File: config.mk
export PLATFORM = sky130hd
export DESIGN_NAME = lpfp_framer
export DESIGN_NICKNAME = d
export VERILOG_FILES = /design/src/length_prefixed_frame_parser_macros.svh /design/src/lpfp_pkg.sv /design/src/lpfp_framer.sv
export SDC_FILE = /design/constraint.sdc
export NUM_CORES = 1
export LEC_CHECK = 0
export ABC_AREA = 1
export ABC_CLOCK_PERIOD_IN_PS = 10450
export BUFFER_PORTS_ARGS = -buffer_cell sky130_fd_sc_hd__buf_2
export CAP_MARGIN = 30
export CORE_UTILIZATION = 34
export CTS_BUF_LIST = sky130_fd_sc_hd__clkbuf_4
export DETAILED_ROUTE_END_ITERATION = 12
export SYNTH_ARGS = -nofsm -noshare
export SYNTH_HDL_FRONTEND = slang
export SYNTH_SLANG_ARGS = --single-unit
File: constraint.sdc
create_clock -name aclk -period 10.45 [get_ports aclk]
set_input_delay 0 -clock aclk [delete_from_list [all_inputs] [get_ports aclk]]
set_output_delay 0 -clock aclk [all_outputs]
set_load 0.03 [all_outputs]
File: src/length_prefixed_frame_parser_macros.svh
// Assertion helpers for the frame parser. Clock aclk, reset aresetn (active low).
`ifndef LENGTH_PREFIXED_FRAME_PARSER_MACROS_SVH
`define LENGTH_PREFIXED_FRAME_PARSER_MACROS_SVH

// Same-cycle implication.
`define LPFP_CHECK_NOW(lbl, ante, cons, msg) \
    lbl: assert property (@(posedge aclk) disable iff (!aresetn) (ante) |-> (cons)) \
        else $error(msg);

// Next-cycle implication.
`define LPFP_CHECK_NEXT(lbl, ante, cons, msg) \
    lbl: assert property (@(posedge aclk) disable iff (!aresetn) (ante) |=> (cons)) \
        else $error(msg);

`endif

File: src/lpfp_pkg.sv
`default_nettype none

package lpfp_pkg;

    localparam int PAYLOAD_DEPTH_DEF = 1024;
    localparam int LEN_W             = 16;   // declared length / byte position
    localparam int CLEN_W            = 11;   // completed length
    localparam int CFG_IDX_W         = 8;
    localparam int CFG_DATA_W        = 16;

    localparam logic [7:0]        SYNC_FIRST_RST    = 8'h55;
    localparam logic [7:0]        SYNC_SECOND_RST   = 8'hAA;
    localparam logic [CLEN_W-1:0] PAYLOAD_LIMIT_RST = 11'd1024;
    localparam logic [15:0]       GAP_LIMIT_RST     = 16'd100;

    typedef enum logic [CFG_IDX_W-1:0] {
        REG_SYNC_FIRST    = 8'd0,
        REG_SYNC_SECOND   = 8'd1,
        REG_PAYLOAD_LIMIT = 8'd2,
        REG_GAP_LIMIT     = 8'd3
    } reg_idx_t;

    typedef enum logic [2:0] {
        PH_IDLE = 3'd0,
        PH_HDR2 = 3'd1,
        PH_CMD  = 3'd2,
        PH_LENH = 3'd3,
        PH_LENL = 3'd4,
        PH_BODY = 3'd5,
        PH_SUM  = 3'd6
    } phase_t;

    typedef struct packed {
        logic        kind;
        logic [7:0]  rx_byte;
        logic [31:0] arrival_ms;
        logic [9:0]  read_index;
    } in_item_t;

    typedef struct packed {
        logic              frame_done;
        logic [7:0]        frame_command;
        logic [CLEN_W-1:0] frame_length;
        logic              sum_error;
        logic              malformed;
        logic              partial_dropped;
        logic [7:0]        read_data;
        logic [31:0]       good_frames;
        logic [31:0]       malformed_total;
        logic [31:0]       sum_error_total;
        logic [31:0]       dropped_total;
        logic [31:0]       byte_total;
    } out_item_t;

    typedef struct packed {
        logic [7:0]        sync_first;
        logic [7:0]        sync_second;
        logic [CLEN_W-1:0] payload_limit;
        logic [15:0]       gap_limit_ms;
    } cfg_t;

    // Per-byte decision from the framer to the top level.
    typedef struct packed {
        logic              done;
        logic [7:0]        command;
        logic [CLEN_W-1:0] length;
        logic              sum_err;
        logic              mal;
        logic              dropped;
        logic              wr_en;
        logic [LEN_W-1:0]  wr_pos;
        logic [7:0]        wr_data;
    } evt_t;

endpackage

`default_nettype wire

File: src/lpfp_framer.sv
`default_nettype none

// Header hunt / length / payload / checksum sequencer with gap timeout.
module lpfp_framer #(
    parameter int PAYLOAD_DEPTH = lpfp_pkg::PAYLOAD_DEPTH_DEF
) (
    input  wire logic              aclk,
    input  wire logic              aresetn,
    input  wire lpfp_pkg::cfg_t    cfg,
    input  wire logic              fire,
    input  wire logic [7:0]        rx_byte,
    input  wire logic [31:0]       arrival_ms,
    output lpfp_pkg::evt_t         evt
);

    localparam int LW = lpfp_pkg::LEN_W;
    localparam logic [LW-1:0] DEPTH_L = LW'(PAYLOAD_DEPTH);

    lpfp_pkg::phase_t phase_reg, phase_next;
    logic [7:0]    cmd_reg, cmd_next;
    logic [LW-1:0] len_reg, len_next;
    logic [LW-1:0] pos_reg, pos_next;
    logic [7:0]    sum_reg, sum_next;
    logic [31:0]   last_reg, last_next;

    lpfp_pkg::phase_t cur_phase;
    logic [31:0]   gap;
    logic          drop;
    logic [LW-1:0] limit;
    logic [LW-1:0] len_full;
    logic [LW-1:0] pos_inc;
    logic [7:0]    sum_add;

    always_comb begin
        gap       = arrival_ms - last_reg;
        drop      = (phase_reg != lpfp_pkg::PH_IDLE) && (last_reg != '0)
                    && (gap > {16'b0, cfg.gap_limit_ms});
        cur_phase = drop ? lpfp_pkg::PH_IDLE : phase_reg;
        limit     = (LW'(cfg.payload_limit) > DEPTH_L) ? DEPTH_L : LW'(cfg.payload_limit);
        len_full  = {len_reg[LW-1:8], rx_byte};
        pos_inc   = pos_reg + LW'(1);
        sum_add   = sum_reg + rx_byte;
    end

    // next state
    always_comb begin
        phase_next = phase_reg;
        cmd_next   = cmd_reg;
        len_next   = len_reg;
        pos_next   = pos_reg;
        sum_next   = sum_reg;
        last_next  = last_reg;
        if (fire) begin
            last_next = arrival_ms;
            if (drop) begin
                cmd_next = '0;
                len_next = '0;
                pos_next = '0;
                sum_next = '0;
            end
            unique case (cur_phase)
                lpfp_pkg::PH_IDLE: begin
                    if (rx_byte == cfg.sync_first) phase_next = lpfp_pkg::PH_HDR2;
                    else phase_next = lpfp_pkg::PH_IDLE;
                end
                lpfp_pkg::PH_HDR2: begin
                    if (rx_byte == cfg.sync_second) phase_next = lpfp_pkg::PH_CMD;
                    else if (rx_byte == cfg.sync_first) phase_next = lpfp_pkg::PH_HDR2;
                    else phase_next = lpfp_pkg::PH_IDLE;
                end
                lpfp_pkg::PH_CMD: begin
                    cmd_next   = rx_byte;
                    sum_next   = rx_byte;
                    phase_next = lpfp_pkg::PH_LENH;
                end
                lpfp_pkg::PH_LENH: begin
                    len_next   = {rx_byte, 8'b0};
                    sum_next   = sum_add;
                    phase_next = lpfp_pkg::PH_LENL;
                end
                lpfp_pkg::PH_LENL: begin
                    len_next = len_full;
                    sum_next = sum_add;
                    pos_next = '0;
                    if (len_full == '0) phase_next = lpfp_pkg::PH_SUM;
                    else if (len_full > limit) phase_next = lpfp_pkg::PH_IDLE;
                    else phase_next = lpfp_pkg::PH_BODY;
                end
                lpfp_pkg::PH_BODY: begin
                    sum_next = sum_add;
                    pos_next = pos_inc;
                    if (pos_inc >= len_reg) phase_next = lpfp_pkg::PH_SUM;
                end
                lpfp_pkg::PH_SUM: begin
                    phase_next = lpfp_pkg::PH_IDLE;
                    cmd_next   = '0;
                    len_next   = '0;
                    pos_next   = '0;
                    sum_next   = '0;
                end
                default: begin
                    phase_next = lpfp_pkg::PH_IDLE;
                end
            endcase
        end
    end

    // outputs
    always_comb begin
        evt         = '0;
        evt.wr_pos  = pos_reg;
        evt.wr_data = rx_byte;
        evt.length  = len_reg[lpfp_pkg::CLEN_W-1:0];
        if (fire) begin
            evt.dropped = drop;
            unique case (cur_phase)
                lpfp_pkg::PH_IDLE: evt.mal = (rx_byte != cfg.sync_first);
                lpfp_pkg::PH_HDR2: evt.mal = (rx_byte != cfg.sync_second);
                lpfp_pkg::PH_CMD:  evt.mal = 1'b0;
                lpfp_pkg::PH_LENH: evt.mal = 1'b0;
                lpfp_pkg::PH_LENL: evt.mal = (len_full != '0) && (len_full > limit);
                lpfp_pkg::PH_BODY: evt.wr_en = (pos_reg < DEPTH_L);
                lpfp_pkg::PH_SUM: begin
                    evt.done    = (sum_reg == rx_byte);
                    evt.sum_err = (sum_reg != rx_byte);
                    evt.command = (sum_reg == rx_byte) ? cmd_reg : 8'd0;
                end
                default: evt.mal = 1'b0;
            endcase
        end
    end

    always_ff @(posedge aclk) begin
        if (!aresetn) begin
            phase_reg <= lpfp_pkg::PH_IDLE;
            cmd_reg   <= '0;
            len_reg   <= '0;
            pos_reg   <= '0;
            sum_reg   <= '0;
            last_reg  <= '0;
        end else begin
            phase_reg <= phase_next;
            cmd_reg   <= cmd_next;
            len_reg   <= len_next;
            pos_reg   <= pos_next;
            sum_reg   <= sum_next;
            last_reg  <= last_next;
        end
    end

endmodule

`default_nettype wire

# Word-level counts from Yosys, hierarchy flattened
# Cells that the tools add are included.
classes:
  add_sub_neg: 3
  magnitude_cmp: 5
  eq_ne: 13
  mux: 21
  bitwise_logic: 1
  reduce_logical: 21
op_table:
  columns: ["op", "count"]
  rows:
  - ["16-bit case mux with 3 select lines", 1]
  - ["32-bit by 16-bit > comparator with 1-bit output", 1]
  - ["16-bit case mux with 2 select lines", 1]
  - ["32-bit nonzero test", 1]
  - ["32-bit subtractor", 1]
  - ["8-bit equality test", 3]
  - ["8-bit inequality test", 3]
  - ["8-bit case mux with 3 select lines", 1]
  - ["9-bit two-way mux", 2]
  - ["3-bit case mux with 6 select lines", 1]
  - ["16-bit by 1-bit adder with 16-bit output, second input constant", 1]
  - ["16-bit greater-or-equal comparator", 1]
  - ["16-bit by 11-bit > comparator with 1-bit output", 1]
  - ["16-bit zero test", 1]
  - ["16-bit by 11-bit < comparator with 1-bit output, second input constant", 1]
  - ["16-bit two-way mux", 1]
  - ["8-bit two-way mux", 2]
  - ["8-bit case mux with 2 select lines", 1]
  - ["16-bit nonzero test", 1]
  - ["3-bit two-way mux", 4]
  - ["3-bit nonzero test", 4]
  - ["11-bit > comparator, second input constant", 1]
  - ["11-bit two-way mux", 1]
  - ["2-bit AND reduction", 5]
  - ["other kinds (16)", 24]
word_totals:
  reg_bits: 83
  input_bits: 86
  out_inout_bits: 48
  elab_cells: 71

# Longest topological paths before layout
depth:
  ltp_word: 8
  mapped_depth: 35
  depth_no_buf: 34

# Least setup slack after synthesis
# OpenSTA, ideal clock, no wires.
synth_timing:
  kind: "reg2out"
  start: "register last_reg[0]"
  end: "output evt[39] in the netlist's numbering"
  t_arrival_ns: 4.368
  required_ns: 10.450
  path_slack_ns: 6.082
  stages_incl_launch_ff: 28
  n_path_buf: 0
  path_cell_list: "dfxtp_1 ha_1 fa_1 inv_1 nand3_1 nand3_1 nand3_1 nand3_1 xor2_1 ha_1 nand2_1 nor2_1 nand3_1 nor2_1 nand4_1 nand2_1 nand3_1 nor2_1 nand2_1 nor2_2 nand2_2 nand2_4 inv_4 nor2_4 nand2_1 nor3_1 inv_1 nor2_1"
synth_rtl:
  columns: ["element", "line", "text"]
  rows:
  - ["start: declaration", "lpfp_framer.sv:24", "logic [31:0] last_reg, last_next;"]
  - ["start signal: assignment", "lpfp_framer.sv:147", "last_reg <= last_next;"]
  - ["end: declaration", "lpfp_framer.sv:13", "output lpfp_pkg::evt_t evt"]

==> summary.txt <==
Finish
  • Area of the multi-input gates: 0.00532 mm²
  • Register area: 0.00166 mm²
  • # fillers: 2636
  • Largest register FFs: 32
  • Proportion of layout cells with a drive suffix above 1: 13.4%
  • P&R area growth vs syn: 15.8%
  • Nets@finish: 1647
  • Final instance area: 0.00954 mm²
  • Final Core Density: 40.4%

Floorplan
  • DIE AREA: 0.0249 mm²
  • Die Height: 158 µm
  • Initial Util: 34.9%
  • I/O Pins: 134
  • Die width: 158 µm
  • Core footprint: 0.0236 mm²
  • Row cnt: 56

Critical path
  • Critical path data arrival time: 4840 ps
  • Worst flop-to-flop path endpoint: pos_reg[15]
  • Worst path bufs/invs: 3
  • Most used cell, CP: nand3_1
  • CP peak stage delay: 410 ps
  • Cell count along the critical path: 30
  • Setup CP Type: flop to output port
  • CP endpoint kind: output port
  • RR Startpoint: last_reg[0]
  • Register-to-Register Setup Slack: 5900 ps
  • Reg2reg path depth: 27
  • Setup crit end: evt[26]
  • CP max stage cell: fa_1
  • CP delay by family, top: simple AND/OR/NAND/NOR gates
  • Crit Path Max Fanout: 8
  • Startpoint Class: flop
  • Worst Setup SP: last_reg[0]
  • CP Data Required Time: 10450 ps

Synth
  • Synth warnings: 0
  • Post-Syn Instances: 1339
  • Post-synth top cells: nand2_1, inv_1, a21oi_1
  • Ys flop type: dfxtp_1
  • Synth cell types: 49
  • Simple-Gate Fraction of Synth Area: 33.0%
  • Post-synthesis mux area share: 0%
  • Seq/Total Area, Yosys: 20.2%
  • Total nets after synthesis: 1509
  • Post-Synth Adder-Cell Area: 12.9%
  • Top cell type by total area after synthesis: dfxtp_1
  • Cell Area, Synth: 0.00824 mm²
  • Most frequent cell after synthesis: nand2_1
  • Compound-Gate Fraction of Synth Area: 13.2%
  • Top cells by area, synth: dfxtp_1, nand2_1, ha_1, inv_1, a21oi_1
  • Largest family of logic cells by synthesized area: simple AND/OR/NAND/NOR gates
  • Synth Area per Inst: 6.15 µm²
  • Synth async-reset ratio: 0%
  • Post-Synth XOR/XNOR Area: 5.42%
  • Number of synthesized flops with an enable pin: 0
  • Area fraction of the dominant cell type after synthesis: 20.2%
  • Synth Register Bits: 83

Pwr
  • PD cells: 87.8 mW/mm²
  • Lkg Pwr: 5.16 nW
  • Worst vdd ir: 0.0370 mV
  • Total power: 0.837 mW

Route
  • Vias per cell: 4.68
  • DRT iter0 DRCs: 439
  • DR pass1 iterations: 5
  • Wire per inst: 13.0 µm
  • Via count: 8433
  • DRC Markers: 0
  • WL final: 23.5 mm
  • Final ANT Viol Nets: 0

Timing
  • Rel. slew slack: 42.5%
  • Fmax: 206 MHz
  • Final worst path period need: 4840 ps
  • Slew Viols, Final: 0
  • Setup TNS: 0 ps
  • Setup Skew: 38.0 ps
  • RSZ-0062 raised after global routing: no
  • Hold Fails Final Rpt: 0
  • Final-report setup violation count: 0
  • Worst-Margin Slew: 863 ps
  • Tcrit/Tclk final: 46.4%

Clock network
  • Clk root buf: clkbuf_4
  • Clock-pin transition on the worst setup and hold timing paths: 150 ps
  • CTS Buf Count: 9
  • CTS tree: built
  • Clk_lat worst skew: 470 ps
  • H-tree lvl count: 3
  • # resized after CTS: 0
  • Clock Path Buffers: 2
  • Total setup buffers inserted after CTS: 0
  • TritonCTS Sinks: 83

Placed design
  • Detailed placer's ending HPWL: 19.1 mm
  • Routability-driven placement congestion ratio: 0.906
  • IO buf count: 133
  • Dpl cell area: 0.00905 mm²

Global route
  • Largest net degree at the start of global routing: 63
  • Gr usage total: 19.3%
  • Vias in the first global route: 7808
  • Gr ovfl total: 0
  • Initial antenna violation count: 1
  • Global-route wire length before repair: 37.8 mm

Run
  • MaxCap Viol Count: 0

Hold path
  • Worst hold start: fire
  • Hold/Removal Path Class: input port to flop

Status
  • Status: completed
kinds of logic after synthesis:
group / count (synthesis)
buffers and inverters: 307
adders and majority gates: 84
xor gates and xnor gates: 51
AOI/OAI and AO/OA: 197
DFF: 83
and+or+nand+nor: 617
through the flow:
step,std cells,worst slack [ps],hold WS (ps)
floorplan,1339,6080,132
global placement,1751,5940,251
detailed placement,1751,5850,257
CTS,1801,5600,2.84
global route,1802,5040,17.2
finish,1802,5610,31.7
report_power, final:
| group | switching, mW | leakage [nW] | internal, mW | total, mW |
|---|---|---|---|---|
| clock network | 0.137 | 0.0693 | 0.0553 | 0.192 |
| logic | 0.197 | 4.42 | 0.118 | 0.314 |
| registers | 0.00515 | 0.677 | 0.325 | 0.331 |
layout by cell type (no fill, tap or decap), drive strengths merged, types with 2 or more instances in the layout:
| cell type | n |
|---|---|
| nor3 | 20 |
| buf | 135 |
| nand4 | 21 |
| ha | 82 |
| o21bai | 2 |
| nor3b | 3 |
| clkbuf | 9 |
| inv | 264 |
| and3 | 2 |
| xor2 | 44 |
| nand3 | 56 |
| o21ai | 58 |
| xnor2 | 7 |
| and2 | 3 |
| o211ai | 3 |
| clkinv | 6 |
| nor4 | 17 |
| a211oi | 7 |
| fa | 2 |
| a21oi | 113 |
| nor2 | 122 |
| dfxtp | 83 |
| o211a | 8 |
| clkinvlp | 2 |
| dlygate4sd3 | 34 |
| nand2 | 371 |
area by class of cell:
type,count,share of cell area (%)
Clock buffer,9,0.708
Multi-Input combinational cell,949,55.7
Antenna cell,1,0.0262
Timing Repair Buffer,169,10.7
Sequential cell,83,17.4
Inverter,265,10.5
Clock inverter,7,0.748
Tap cell,319,4.19
worst register-to-register path, cell delays in order (launching register included):
cell      delay (ps)
dfxtp_1          360
ha_1             210
fa_1             410
inv_1            110
nand3_1           70
nand3_1          130
nand3_1           80
nand3_1          190
xor2_1           130
ha_1             290
nand2_1           50
nor2_1           140
nand3_1          110
nor2_1           140
nand4_1           90
nand2_1           90
nand3_1          110
nor2_1           120
nand2_1           70
nor2_2            90
nand2_2           70
nand2_4          120
nand3_1          210
nor2_2           550
inv_1             90
nand2_1          120
inv_2            140
a211oi_1         250
worst min-delay path by stage:
stage	end	slack, ps	cells past startpoint
finish	last_reg[31]	30	3
global route	last_reg[31]	20	3
CTS	last_reg[31]	3	3
detailed placement	last_reg[31]	260	3
floorplan	evt[0]	130	1
global placement	last_reg[31]	250	3
metal layers:
layer	vias to the layer above	part of all wire [%]	track usage, %
met5	-	0	0
met4	0	1.7	5.55
met1	3699	47	24.4
li1	4512	-	-
met2	201	47	34.1
met3	21	4.3	2.19
timing repair:
action | 4_1_cts | 5_1_grt
hold buffers | 34 | 0
setup endpoints to repair | 0 | 0
endpoints found under the hold margin | 32 | 0
Power figures use the tool's default switching activity.
